[src/design/assert_macros.svh]
// ----------------------------------------------------------------------------
// Assertion macros
// Shared concurrent assertion forms for the block energy rise detector.
// ----------------------------------------------------------------------------
`ifndef ASSERT_MACROS_SVH
`define ASSERT_MACROS_SVH

// expression holds at every clock edge outside reset
`define ASSERT_ALWAYS(lbl, clk, rst, expr) \
   lbl: assert property (@(posedge clk) disable iff (rst) (expr)) \
      else $error("assertion failed");

// consequent holds in the same cycle as the antecedent
`define ASSERT_IMPLY(lbl, clk, rst, ante, cons) \
   lbl: assert property (@(posedge clk) disable iff (rst) (ante) |-> (cons)) \
      else $error("assertion failed");

// consequent holds in the cycle after the antecedent
`define ASSERT_NEXT(lbl, clk, rst, ante, cons) \
   lbl: assert property (@(posedge clk) disable iff (rst) (ante) |=> (cons)) \
      else $error("assertion failed");

`endif

[src/design/bedr_pkg.sv]
// ----------------------------------------------------------------------------
// bedr_pkg
// Types and constants shared by the block energy rise detector modules.
// ----------------------------------------------------------------------------
`default_nettype none

package bedr_pkg;

   localparam int ENERGY_W    = 42;
   localparam int OFFSET_W    = 32;
   localparam int ALPHA_W     = 16;
   localparam int BLK_LEN_W   = 11;
   localparam int CSR_INDEX_W = 2;
   localparam int HALF_W      = ENERGY_W / 2;
   localparam int PP_W        = ALPHA_W + HALF_W;
   localparam int PROD_W      = ALPHA_W + ENERGY_W;

   localparam logic [CSR_INDEX_W-1:0] CSR_ALPHA          = 2'd0;
   localparam logic [CSR_INDEX_W-1:0] CSR_BLOCK_LEN      = 2'd1;
   localparam logic [CSR_INDEX_W-1:0] CSR_INITIAL_ENERGY = 2'd2;

   localparam logic [ENERGY_W-1:0]  ENERGY_MAX      = '1;
   localparam logic [OFFSET_W-1:0]  OFFSET_MAX      = '1;
   localparam logic [ENERGY_W-1:0]  ENERGY_RESET    = 42'd47110815;
   localparam logic [ALPHA_W-1:0]   ALPHA_RESET     = 16'd256;
   localparam logic [BLK_LEN_W-1:0] BLOCK_LEN_RESET = 11'd64;

   localparam int QUEUE_DEPTH = 4;
   localparam int QUEUE_PTR_W = 2;
   localparam int QUEUE_CNT_W = 3;

   typedef struct packed {
      logic                   en;
      logic [CSR_INDEX_W-1:0] index;
      logic [ENERGY_W-1:0]    data;
   } cfg_write_type;

   typedef struct packed {
      logic [ENERGY_W-1:0] energy;
      logic [OFFSET_W-1:0] offset;
   } blk_word_type;

   typedef struct packed {
      logic full;
      logic empty;
   } queue_status_type;

endpackage

`default_nettype wire

[src/design/bedr_front.sv]
// ----------------------------------------------------------------------------
// bedr_front
// Accepts samples, squares them, sums block energy and counts offsets; pushes
// one word per finished block into the queue.
// ----------------------------------------------------------------------------
`default_nettype none
`include "assert_macros.svh"

module bedr_front #(
   parameter int MAX_BLOCK_LEN = 1024,
   parameter int SAMPLE_BITS   = 16
) (
   input  logic                          clock,
   input  logic                          reset,
   input  bedr_pkg::cfg_write_type       cfg,
   input  logic                          req_valid,
   output logic                          req_stall,
   input  logic signed [SAMPLE_BITS-1:0] req_sample_i,
   input  logic signed [SAMPLE_BITS-1:0] req_sample_q,
   input  logic                          req_new_search,
   output logic                          q_push,
   output bedr_pkg::blk_word_type        q_word,
   input  bedr_pkg::queue_status_type    q_status
);

   localparam int SQ_W  = 2 * SAMPLE_BITS - 1;
   localparam int ADD_W = 2 * SAMPLE_BITS;
   localparam int SUM_W = ((ADD_W > bedr_pkg::ENERGY_W) ? ADD_W : bedr_pkg::ENERGY_W) + 1;
   localparam int CNT_W = $clog2(MAX_BLOCK_LEN + 1);
   localparam int LEN_W = (CNT_W > bedr_pkg::BLK_LEN_W) ? CNT_W : bedr_pkg::BLK_LEN_W;

   logic [bedr_pkg::BLK_LEN_W-1:0] block_len_ff;
   logic                           f1_valid_ff, f1_valid_in;
   logic [SQ_W-1:0]                f1_sq_i_ff, f1_sq_q_ff;
   logic                           f1_new_ff;
   logic [bedr_pkg::ENERGY_W-1:0]  energy_sum_ff, energy_sum_in;
   logic [CNT_W-1:0]               cnt_ff, cnt_in;
   logic [bedr_pkg::OFFSET_W-1:0]  offset_ff, offset_in;

   logic signed [2*SAMPLE_BITS-1:0] prod_i, prod_q;
   logic [bedr_pkg::ENERGY_W-1:0]   base_sum, sat_sum;
   logic [CNT_W-1:0]                base_cnt, cnt_next;
   logic [bedr_pkg::OFFSET_W-1:0]   base_off, off_next;
   logic [ADD_W-1:0]                add;
   logic [SUM_W-1:0]                sum_wide;
   logic [bedr_pkg::OFFSET_W:0]     off_wide;
   logic [LEN_W-1:0]                len_raw, eff_len;
   logic                            block_end, f1_go, accept;

   assign prod_i = ADD_W'(req_sample_i) * ADD_W'(req_sample_i);
   assign prod_q = ADD_W'(req_sample_q) * ADD_W'(req_sample_q);

   always_comb begin
      base_sum = f1_new_ff ? '0 : energy_sum_ff;
      base_cnt = f1_new_ff ? '0 : cnt_ff;
      base_off = f1_new_ff ? '0 : offset_ff;
      add      = {1'b0, f1_sq_i_ff} + {1'b0, f1_sq_q_ff};
      sum_wide = SUM_W'(base_sum) + SUM_W'(add);
      sat_sum  = (sum_wide > SUM_W'(bedr_pkg::ENERGY_MAX)) ? bedr_pkg::ENERGY_MAX
                                                           : sum_wide[bedr_pkg::ENERGY_W-1:0];
      cnt_next = base_cnt + CNT_W'(1);
      off_wide = {1'b0, base_off} + (bedr_pkg::OFFSET_W + 1)'(cnt_next);
      off_next = off_wide[bedr_pkg::OFFSET_W] ? bedr_pkg::OFFSET_MAX
                                              : off_wide[bedr_pkg::OFFSET_W-1:0];
      len_raw  = LEN_W'(block_len_ff);
      if (len_raw == '0) begin
         eff_len = LEN_W'(1);
      end else if (len_raw > LEN_W'(MAX_BLOCK_LEN)) begin
         eff_len = LEN_W'(MAX_BLOCK_LEN);
      end else begin
         eff_len = len_raw;
      end
      block_end = LEN_W'(cnt_next) >= eff_len;
      f1_go     = !block_end || !q_status.full;
      req_stall = f1_valid_ff && !f1_go;
      accept    = req_valid && !req_stall;
      q_push    = f1_valid_ff && block_end && !q_status.full;
      q_word.energy = sat_sum;
      q_word.offset = base_off;

      f1_valid_in   = req_stall ? f1_valid_ff : req_valid;
      energy_sum_in = energy_sum_ff;
      cnt_in        = cnt_ff;
      offset_in     = offset_ff;
      if (f1_valid_ff && f1_go) begin
         if (block_end) begin
            energy_sum_in = '0;
            cnt_in        = '0;
            offset_in     = off_next;
         end else begin
            energy_sum_in = sat_sum;
            cnt_in        = cnt_next;
            offset_in     = base_off;
         end
      end
   end

   always_ff @(posedge clock) begin
      if (reset) begin
         block_len_ff  <= bedr_pkg::BLOCK_LEN_RESET;
         f1_valid_ff   <= 1'b0;
         energy_sum_ff <= '0;
         cnt_ff        <= '0;
         offset_ff     <= '0;
      end else begin
         if (cfg.en && cfg.index == bedr_pkg::CSR_BLOCK_LEN) begin
            block_len_ff <= cfg.data[bedr_pkg::BLK_LEN_W-1:0];
         end
         f1_valid_ff   <= f1_valid_in;
         energy_sum_ff <= energy_sum_in;
         cnt_ff        <= cnt_in;
         offset_ff     <= offset_in;
      end
   end

   always_ff @(posedge clock) begin
      if (accept) begin
         f1_sq_i_ff <= prod_i[SQ_W-1:0];
         f1_sq_q_ff <= prod_q[SQ_W-1:0];
         f1_new_ff  <= req_new_search;
      end
   end

   `ASSERT_IMPLY(fr_stall_only_full, clock, reset, req_stall, q_status.full && f1_valid_ff)
   `ASSERT_NEXT(fr_end_clears_count, clock, reset, q_push, cnt_ff == '0)

endmodule

`default_nettype wire

[src/design/bedr_queue.sv]
// ----------------------------------------------------------------------------
// bedr_queue
// Short first-in first-out queue of finished block words between the front
// and the back.
// ----------------------------------------------------------------------------
`default_nettype none
`include "assert_macros.svh"

module bedr_queue (
   input  logic                       clock,
   input  logic                       reset,
   input  logic                       push,
   input  bedr_pkg::blk_word_type     push_word,
   input  logic                       pop,
   output bedr_pkg::blk_word_type     pop_word,
   output bedr_pkg::queue_status_type status
);

   bedr_pkg::blk_word_type              entry_ff [bedr_pkg::QUEUE_DEPTH];
   logic [bedr_pkg::QUEUE_PTR_W-1:0]    wr_ptr_ff, rd_ptr_ff;
   logic [bedr_pkg::QUEUE_CNT_W-1:0]    cnt_ff, cnt_in;
   logic                                do_push, do_pop;

   always_comb begin
      status.full  = cnt_ff == bedr_pkg::QUEUE_CNT_W'(bedr_pkg::QUEUE_DEPTH);
      status.empty = cnt_ff == '0;
      do_push      = push && !status.full;
      do_pop       = pop && !status.empty;
      pop_word     = entry_ff[rd_ptr_ff];
      cnt_in       = cnt_ff;
      if (do_push && !do_pop) begin
         cnt_in = cnt_ff + bedr_pkg::QUEUE_CNT_W'(1);
      end else if (do_pop && !do_push) begin
         cnt_in = cnt_ff - bedr_pkg::QUEUE_CNT_W'(1);
      end
   end

   always_ff @(posedge clock) begin
      if (reset) begin
         wr_ptr_ff <= '0;
         rd_ptr_ff <= '0;
         cnt_ff    <= '0;
      end else begin
         if (do_push) begin
            wr_ptr_ff <= wr_ptr_ff + bedr_pkg::QUEUE_PTR_W'(1);
         end
         if (do_pop) begin
            rd_ptr_ff <= rd_ptr_ff + bedr_pkg::QUEUE_PTR_W'(1);
         end
         cnt_ff <= cnt_in;
      end
   end

   always_ff @(posedge clock) begin
      if (do_push) begin
         entry_ff[wr_ptr_ff] <= push_word;
      end
   end

   `ASSERT_ALWAYS(qu_cnt_bound, clock, reset,
                  cnt_ff <= bedr_pkg::QUEUE_CNT_W'(bedr_pkg::QUEUE_DEPTH))
   `ASSERT_ALWAYS(qu_no_push_full, clock, reset, !(push && status.full))

endmodule

`default_nettype wire

[src/design/bedr_back.sv]
// ----------------------------------------------------------------------------
// bedr_back
// Pops block words, forms alpha times previous energy in two partial products,
// compares against the new energy and holds the result word.
// ----------------------------------------------------------------------------
`default_nettype none
`include "assert_macros.svh"

module bedr_back (
   input  logic                           clock,
   input  logic                           reset,
   input  bedr_pkg::cfg_write_type        cfg,
   input  bedr_pkg::blk_word_type         q_word,
   input  bedr_pkg::queue_status_type     q_status,
   output logic                           q_pop,
   output logic                           rsp_valid,
   input  logic                           rsp_stall,
   output logic                           rsp_detected,
   output logic [bedr_pkg::OFFSET_W-1:0]  rsp_block_offset,
   output logic [bedr_pkg::ENERGY_W-1:0]  rsp_block_energy
);

   localparam int HI_W = bedr_pkg::ENERGY_W - bedr_pkg::HALF_W;

   logic [bedr_pkg::ALPHA_W-1:0]  alpha_ff;
   logic [bedr_pkg::ENERGY_W-1:0] prev_ff;
   logic                          s1_valid_ff, s1_valid_in;
   logic [bedr_pkg::PP_W-1:0]     s1_pp_lo_ff;
   logic [bedr_pkg::ALPHA_W+HI_W-1:0] s1_pp_hi_ff;
   logic [bedr_pkg::ENERGY_W-1:0] s1_energy_ff;
   logic [bedr_pkg::OFFSET_W-1:0] s1_offset_ff;
   logic                          rsp_valid_ff;
   logic                          rsp_detected_ff;
   logic [bedr_pkg::OFFSET_W-1:0] rsp_offset_ff;
   logic [bedr_pkg::ENERGY_W-1:0] rsp_energy_ff;

   logic                          out_adv, s1_free, hit;
   logic [bedr_pkg::PROD_W-1:0]   product, target;

   always_comb begin
      out_adv     = !rsp_valid_ff || !rsp_stall;
      s1_free     = !s1_valid_ff || out_adv;
      q_pop       = !q_status.empty && s1_free;
      s1_valid_in = q_pop ? 1'b1 : (out_adv ? 1'b0 : s1_valid_ff);
      product     = {s1_pp_hi_ff, {bedr_pkg::HALF_W{1'b0}}}
                    + bedr_pkg::PROD_W'(s1_pp_lo_ff);
      target      = bedr_pkg::PROD_W'({s1_energy_ff, 8'b0});
      hit         = product < target;
   end

   always_ff @(posedge clock) begin
      if (reset) begin
         alpha_ff     <= bedr_pkg::ALPHA_RESET;
         prev_ff      <= bedr_pkg::ENERGY_RESET;
         s1_valid_ff  <= 1'b0;
         rsp_valid_ff <= 1'b0;
      end else begin
         if (cfg.en && cfg.index == bedr_pkg::CSR_ALPHA) begin
            alpha_ff <= cfg.data[bedr_pkg::ALPHA_W-1:0];
         end
         if (cfg.en && cfg.index == bedr_pkg::CSR_INITIAL_ENERGY) begin
            prev_ff <= cfg.data;
         end else if (q_pop) begin
            prev_ff <= q_word.energy;
         end
         s1_valid_ff <= s1_valid_in;
         if (out_adv) begin
            rsp_valid_ff <= s1_valid_ff;
         end
      end
   end

   always_ff @(posedge clock) begin
      if (q_pop) begin
         s1_pp_lo_ff  <= bedr_pkg::PP_W'(alpha_ff)
                         * bedr_pkg::PP_W'(prev_ff[bedr_pkg::HALF_W-1:0]);
         s1_pp_hi_ff  <= (bedr_pkg::ALPHA_W + HI_W)'(alpha_ff)
                         * (bedr_pkg::ALPHA_W + HI_W)'(
                              prev_ff[bedr_pkg::ENERGY_W-1:bedr_pkg::HALF_W]);
         s1_energy_ff <= q_word.energy;
         s1_offset_ff <= q_word.offset;
      end
      if (out_adv && s1_valid_ff) begin
         rsp_detected_ff <= hit;
         rsp_offset_ff   <= s1_offset_ff;
         rsp_energy_ff   <= s1_energy_ff;
      end
   end

   assign rsp_valid        = rsp_valid_ff;
   assign rsp_detected     = rsp_detected_ff;
   assign rsp_block_offset = rsp_offset_ff;
   assign rsp_block_energy = rsp_energy_ff;

   `ASSERT_NEXT(bk_s1_to_out, clock, reset, s1_valid_ff && out_adv, rsp_valid_ff)
   `ASSERT_NEXT(bk_prev_tracks, clock, reset, q_pop && !cfg.en,
                prev_ff == $past(q_word.energy))

endmodule

`default_nettype wire

[src/design/block_energy_rise_detector_unit.sv]
// A result word passes the front sample, queue, back product and result registers.
// One sample per cycle when not stalled; with block length 1, one result per cycle
// when not stalled. The rate is set by the front accumulator's add and the 4-word
// queue. Reset is synchronous: counts, offset and partial sum clear, alpha loads
// 256, block length 64 and previous energy 47110815. No clearing pass is needed.
// ----------------------------------------------------------------------------
// block_energy_rise_detector_unit
// Block energy rise detector: front accumulator, word queue and compare back.
// ----------------------------------------------------------------------------
`default_nettype none

module block_energy_rise_detector_unit #(
   parameter int MAX_BLOCK_LEN = 1024,
   parameter int SAMPLE_BITS   = 16
) (
   input  logic                                clock,
   input  logic                                reset,
   input  logic                                csr_write_enable,
   input  logic [bedr_pkg::CSR_INDEX_W-1:0]    csr_index,
   input  logic [bedr_pkg::ENERGY_W-1:0]       csr_write_data,
   input  logic                                req_valid,
   output logic                                req_stall,
   input  logic signed [SAMPLE_BITS-1:0]       req_sample_i,
   input  logic signed [SAMPLE_BITS-1:0]       req_sample_q,
   input  logic                                req_new_search,
   output logic                                rsp_valid,
   input  logic                                rsp_stall,
   output logic                                rsp_detected,
   output logic [bedr_pkg::OFFSET_W-1:0]       rsp_block_offset,
   output logic [bedr_pkg::ENERGY_W-1:0]       rsp_block_energy
);

   bedr_pkg::cfg_write_type    cfg;
   bedr_pkg::blk_word_type     push_word, pop_word;
   bedr_pkg::queue_status_type q_status;
   logic                       q_push, q_pop;

   assign cfg.en    = csr_write_enable;
   assign cfg.index = csr_index;
   assign cfg.data  = csr_write_data;

   bedr_front #(
      .MAX_BLOCK_LEN (MAX_BLOCK_LEN),
      .SAMPLE_BITS   (SAMPLE_BITS)
   ) u_front (
      .clock          (clock),
      .reset          (reset),
      .cfg            (cfg),
      .req_valid      (req_valid),
      .req_stall      (req_stall),
      .req_sample_i   (req_sample_i),
      .req_sample_q   (req_sample_q),
      .req_new_search (req_new_search),
      .q_push         (q_push),
      .q_word         (push_word),
      .q_status       (q_status)
   );

   bedr_queue u_queue (
      .clock     (clock),
      .reset     (reset),
      .push      (q_push),
      .push_word (push_word),
      .pop       (q_pop),
      .pop_word  (pop_word),
      .status    (q_status)
   );

   bedr_back u_back (
      .clock            (clock),
      .reset            (reset),
      .cfg              (cfg),
      .q_word           (pop_word),
      .q_status         (q_status),
      .q_pop            (q_pop),
      .rsp_valid        (rsp_valid),
      .rsp_stall        (rsp_stall),
      .rsp_detected     (rsp_detected),
      .rsp_block_offset (rsp_block_offset),
      .rsp_block_energy (rsp_block_energy)
   );

endmodule

`default_nettype wire

[config.mk]
export PLATFORM = sky130hd
export DESIGN_NAME = block_energy_rise_detector_unit
export DESIGN_NICKNAME = d
export VERILOG_FILES = /design/src/design/bedr_pkg.sv /design/src/design/bedr_front.sv /design/src/design/bedr_queue.sv /design/src/design/bedr_back.sv /design/src/design/block_energy_rise_detector_unit.sv
export VERILOG_INCLUDE_DIRS = /design/src /design/src/design
export SDC_FILE = /design/constraint.sdc
export NUM_CORES = 2
export LEC_CHECK = 0
export ABC_AREA = 1
export ABC_CLOCK_PERIOD_IN_PS = 9500
export BUFFER_PORTS_ARGS = -buffer_cell sky130_fd_sc_hd__buf_2
export CORE_ASPECT_RATIO = 1.5
export CORE_UTILIZATION = 65
export CTS_CLUSTER_SIZE = 20
export DETAILED_ROUTE_END_ITERATION = 12
export PLACE_DENSITY_LB_ADDON = 0.15
export SLEW_MARGIN = 20
export SYNTH_ARGS = -nofsm -noshare
export SYNTH_HDL_FRONTEND = slang
export SYNTH_SLANG_ARGS = --single-unit
[constraint.sdc]
create_clock -name clock -period 9.5 [get_ports clock]
set_input_delay 1.9 -clock clock [delete_from_list [all_inputs] [get_ports clock]]
set_output_delay 1.9 -clock clock [all_outputs]
set_load 0.01 [all_outputs]
==> key figures <==
Clock network
  – CTS max path bufs: 3
  – Setup bufs post-CTS: 0
  – H-tree depth: 3
  – CTS sink cnt: 738
  – Num CTS Buffers: 72
  – CTS root buffer: clkbuf_16
  – CTS tree: done
  – Clk Latency, worst-skew pair: 0.70 ns
  – Clock transition at path regs: 0.07 ns
  – Hold Buf Count CTS: 0
  – Post-cts resize count: 0

Min path
  – Hold Crit Class: flip-flop to flip-flop

Synthesis
  – Post-synthesis xor/xnor area fraction: 2.566%
  – Post-synthesis mux area share: 0%
  – Post-synthesis simple-gate area fraction: 15.48%
  – Post-synthesis sequential area ratio: 27.43%
  – Syn Inst Count: 8,684
  – Synth unique cells: 51
  – Most common flop cell mapped by yosys: edfxtp_1
  – Async SR Flop Fraction: 0%
  – Post-Synth Adder-Cell Area: 35.88%
  – EDFF count, synth: 572
  – Ys Warns: 0
  – Avg Inst Size Synth: 8.607 um2
  – Largest family of logic cells by synthesized area: adder cells
  – Synthesized area: 74,740 um2
  – Compound-Gate Fraction of Synth Area: 6.140%
  – Seq cells post-synth: 738

Final layout
  – Commonest non-fill, non-tap cell in the layout: inv_1
  – Fillers: 9,272
  – Most frequent cells in the layout: inv_1, nand2_1, fa_1
  – Post-layout nets: 10,240
  – Antenna diodes: 0
  – Layout cells sized above 1: 4.704%
  – Footprint of the multi-input gates: 44,980 um2
  – Register area: 20,500 um2
  – Synth-to-layout area growth: 5.993%

Global route
  – Vias in the first global route: 59,290
  – First-pass GRT wire length: 315.3 mm
  – Total gr overflow: 0
  – Overall Global Routing Usage: 35.60%
  – Largest net degree at the start of global routing: 88
  – Initial antenna violation count: 3

Floorplan
  – Core Region: 114,300 um2
  – Initial Util: 65.39%
  – Core Rows: 152
  – Die width: 278.9 um
  – I/O pin count: 159
  – Die height: 417.3 um
  – Die area: 116,400 um2

STA
  – Clk_skew: 0.03979 ns
  – Fin crit period: 7.228 ns
  – Setup_tns: 0 ns
  – Relative slew margins: 16.78%
  – Crit share post-route: 76.08%
  – Worst slew pin tran: 1.247 ns
  – Unrepaired setup endpoints after global routing: false
  – F_max: 138.4 MHz
  – Slew Limit Fails: 0
  – Setup violators final: 0
  – Final hold violation count: 0

Outcome
  – Outcome: finished, final reports clean

Worst setup path
  – Maximum fanout along the worst path: 28
  – Kind of critical path: flip-flop to flip-flop
  – Startpoint Class: flip-flop
  – WP data arrival: 7.62 ns
  – CP Data Required Time: 9.89 ns
  – Setup crit end kind: flip-flop

Routing
  – DRC Markers: 0
  – WL final: 201.4 mm
  – Vias: 56,540
  – Vias per cell: 5.524
  – Routed len/inst: 19.67 um
  – Initial DRC Count: 3,870
  – Remaining antenna violation count: 0
  – TritonRoute pass-1 iters: 6

Placed design
  – Number of buffers added on ports: 158
  – GPL Wtd Cong: 0.9957
  – Dpl hpwl: 157.4 mm

Run
  – Max-cap violations: 0
## worst max-delay path, stage by stage (launching register included)
cell     delay, ns
dfxtp_1       0.97
buf_4         0.51
nand2_1       0.12
fa_1          0.49
inv_1         0.06
fa_1          0.53
inv_1         0.05
fa_1          0.49
inv_1         0.06
fa_1          0.51
fa_1          0.50
inv_1         0.06
fa_1          0.49
inv_1         0.05
ha_1          0.34
nand2_1       0.16
nor2_1        0.14
inv_1         0.06
nor2_1        0.22
nand2_1       0.08
o21ai_0       0.82
xor2_1        0.21
## per-layer routing
| layer | share of wire (%) | track usage (%) | vias up |
|---|---|---|---|
| li1 | - | - | 26120 |
| met1 | 35 | 39.13 | 27760 |
| met2 | 51 | 63.43 | 1998 |
| met3 | 6.2 | 5.373 | 657 |
| met4 | 7.8 | 23.89 | 6 |
| met5 | 0.021 | 0 | - |
## registers in the layout (all words and copies together) (netlist names), 32 cells and up, named ones only
signal,flops
u_back.s1_pp_hi_ff,37
u_back.s1_offset_ff,32
u_back.rsp_block_offset,32
u_back.prev_ff,42
u_front.offset_ff,32
u_front.energy_sum_ff,42
u_back.rsp_block_energy,42
u_queue.entry_ff,296
u_back.s1_energy_ff,42
## cell type report
cell class | instances | area share [%]
multi-input cells | 5475 | 56.78
flip-flops and latches | 738 | 25.88
inverters | 2129 | 10.10
clock buffers | 90 | 2.462
well taps | 1540 | 2.432
repair buffers | 220 | 1.652
clock inverters | 43 | 0.6981
## logic make-up after synthesis
logic type               after synthesis
AND/OR/NAND/NOR                     2884
buffers and inverters               2472
adder cells (fa/ha/maj)             1526
AO/OA/AOI/OAI                        844
flip-flops                           738
XOR/XNOR                             219
other                                  1
## cell usage after synthesis (3+ instances only)
master	count	area share (%)
a21o_1	21	0.21
nor3_2	3	0.040
o21ai_0	309	2.1
o21ai_1	17	0.11
clkbuf_1	324	1.6
nor4_1	19	0.16
buf_1	6	0.030
edfxtp_1	572	23
ha_1	497	8.3
xnor2_1	74	0.87
nand3_1	177	1.2
nand3b_1	10	0.10
nand2_1	2005	10
buf_6	7	0.11
a21boi_0	9	0.090
nor2_4	4	0.060
dfxtp_1	166	4.4
o2111ai_1	5	0.059
a22oi_1	5	0.050
inv_2	6	0.030
o211ai_1	5	0.050
nor2_2	6	0.050
xor2_1	145	1.7
o21bai_1	28	0.28
nand4_1	51	0.43
or2_2	7	0.059
nand2_2	6	0.050
nand3_2	16	0.21
o221ai_1	3	0.035
clkinv_1	3	0.015
a21oi_1	322	2.2
inv_1	2120	11
buf_2	5	0.033
o21a_1	6	0.060
a31oi_1	36	0.30
o22ai_1	74	0.62
fa_1	1029	28
nor3_1	45	0.30
nor2_1	524	2.6
## worst paths after layout
kind,from,to,slack (ns),depth (start not counted)
max,u_back.alpha_ff[3]$_SDFFE_PP0P_,u_back.s1_pp_lo_ff[29]$_DFFE_PP_,2.27,21
min,u_back.s1_offset_ff[14]$_DFFE_PP_,u_back.rsp_block_offset[14]$_DFFE_PP_,0.42,0
max reg2reg,u_back.alpha_ff[3]$_SDFFE_PP0P_,u_back.s1_pp_lo_ff[29]$_DFFE_PP_,2.27,21
min reg2reg,u_back.s1_offset_ff[14]$_DFFE_PP_,u_back.rsp_block_offset[14]$_DFFE_PP_,0.42,0
## stage by stage
stage	std cells	hold WS [ns]	util, %	area [um2]	setup WS, ns
2_1_floorplan	8685	0.4003	-	74750	2.030
3_3_place_gp	10100	0.4019	67.12	76720	1.843
3_5_place_dp	10100	0.4045	67.12	76720	1.760
4_1_cts	10240	0.4185	69.31	79220	2.473
5_1_grt	10240	0.4294	69.31	79220	2.069
6_report	10240	0.4176	69.31	79220	2.272
Power is left out: the tool's default activity adds up to more than one toggle a clock period on the data nets, which glitch-free logic cannot reach.
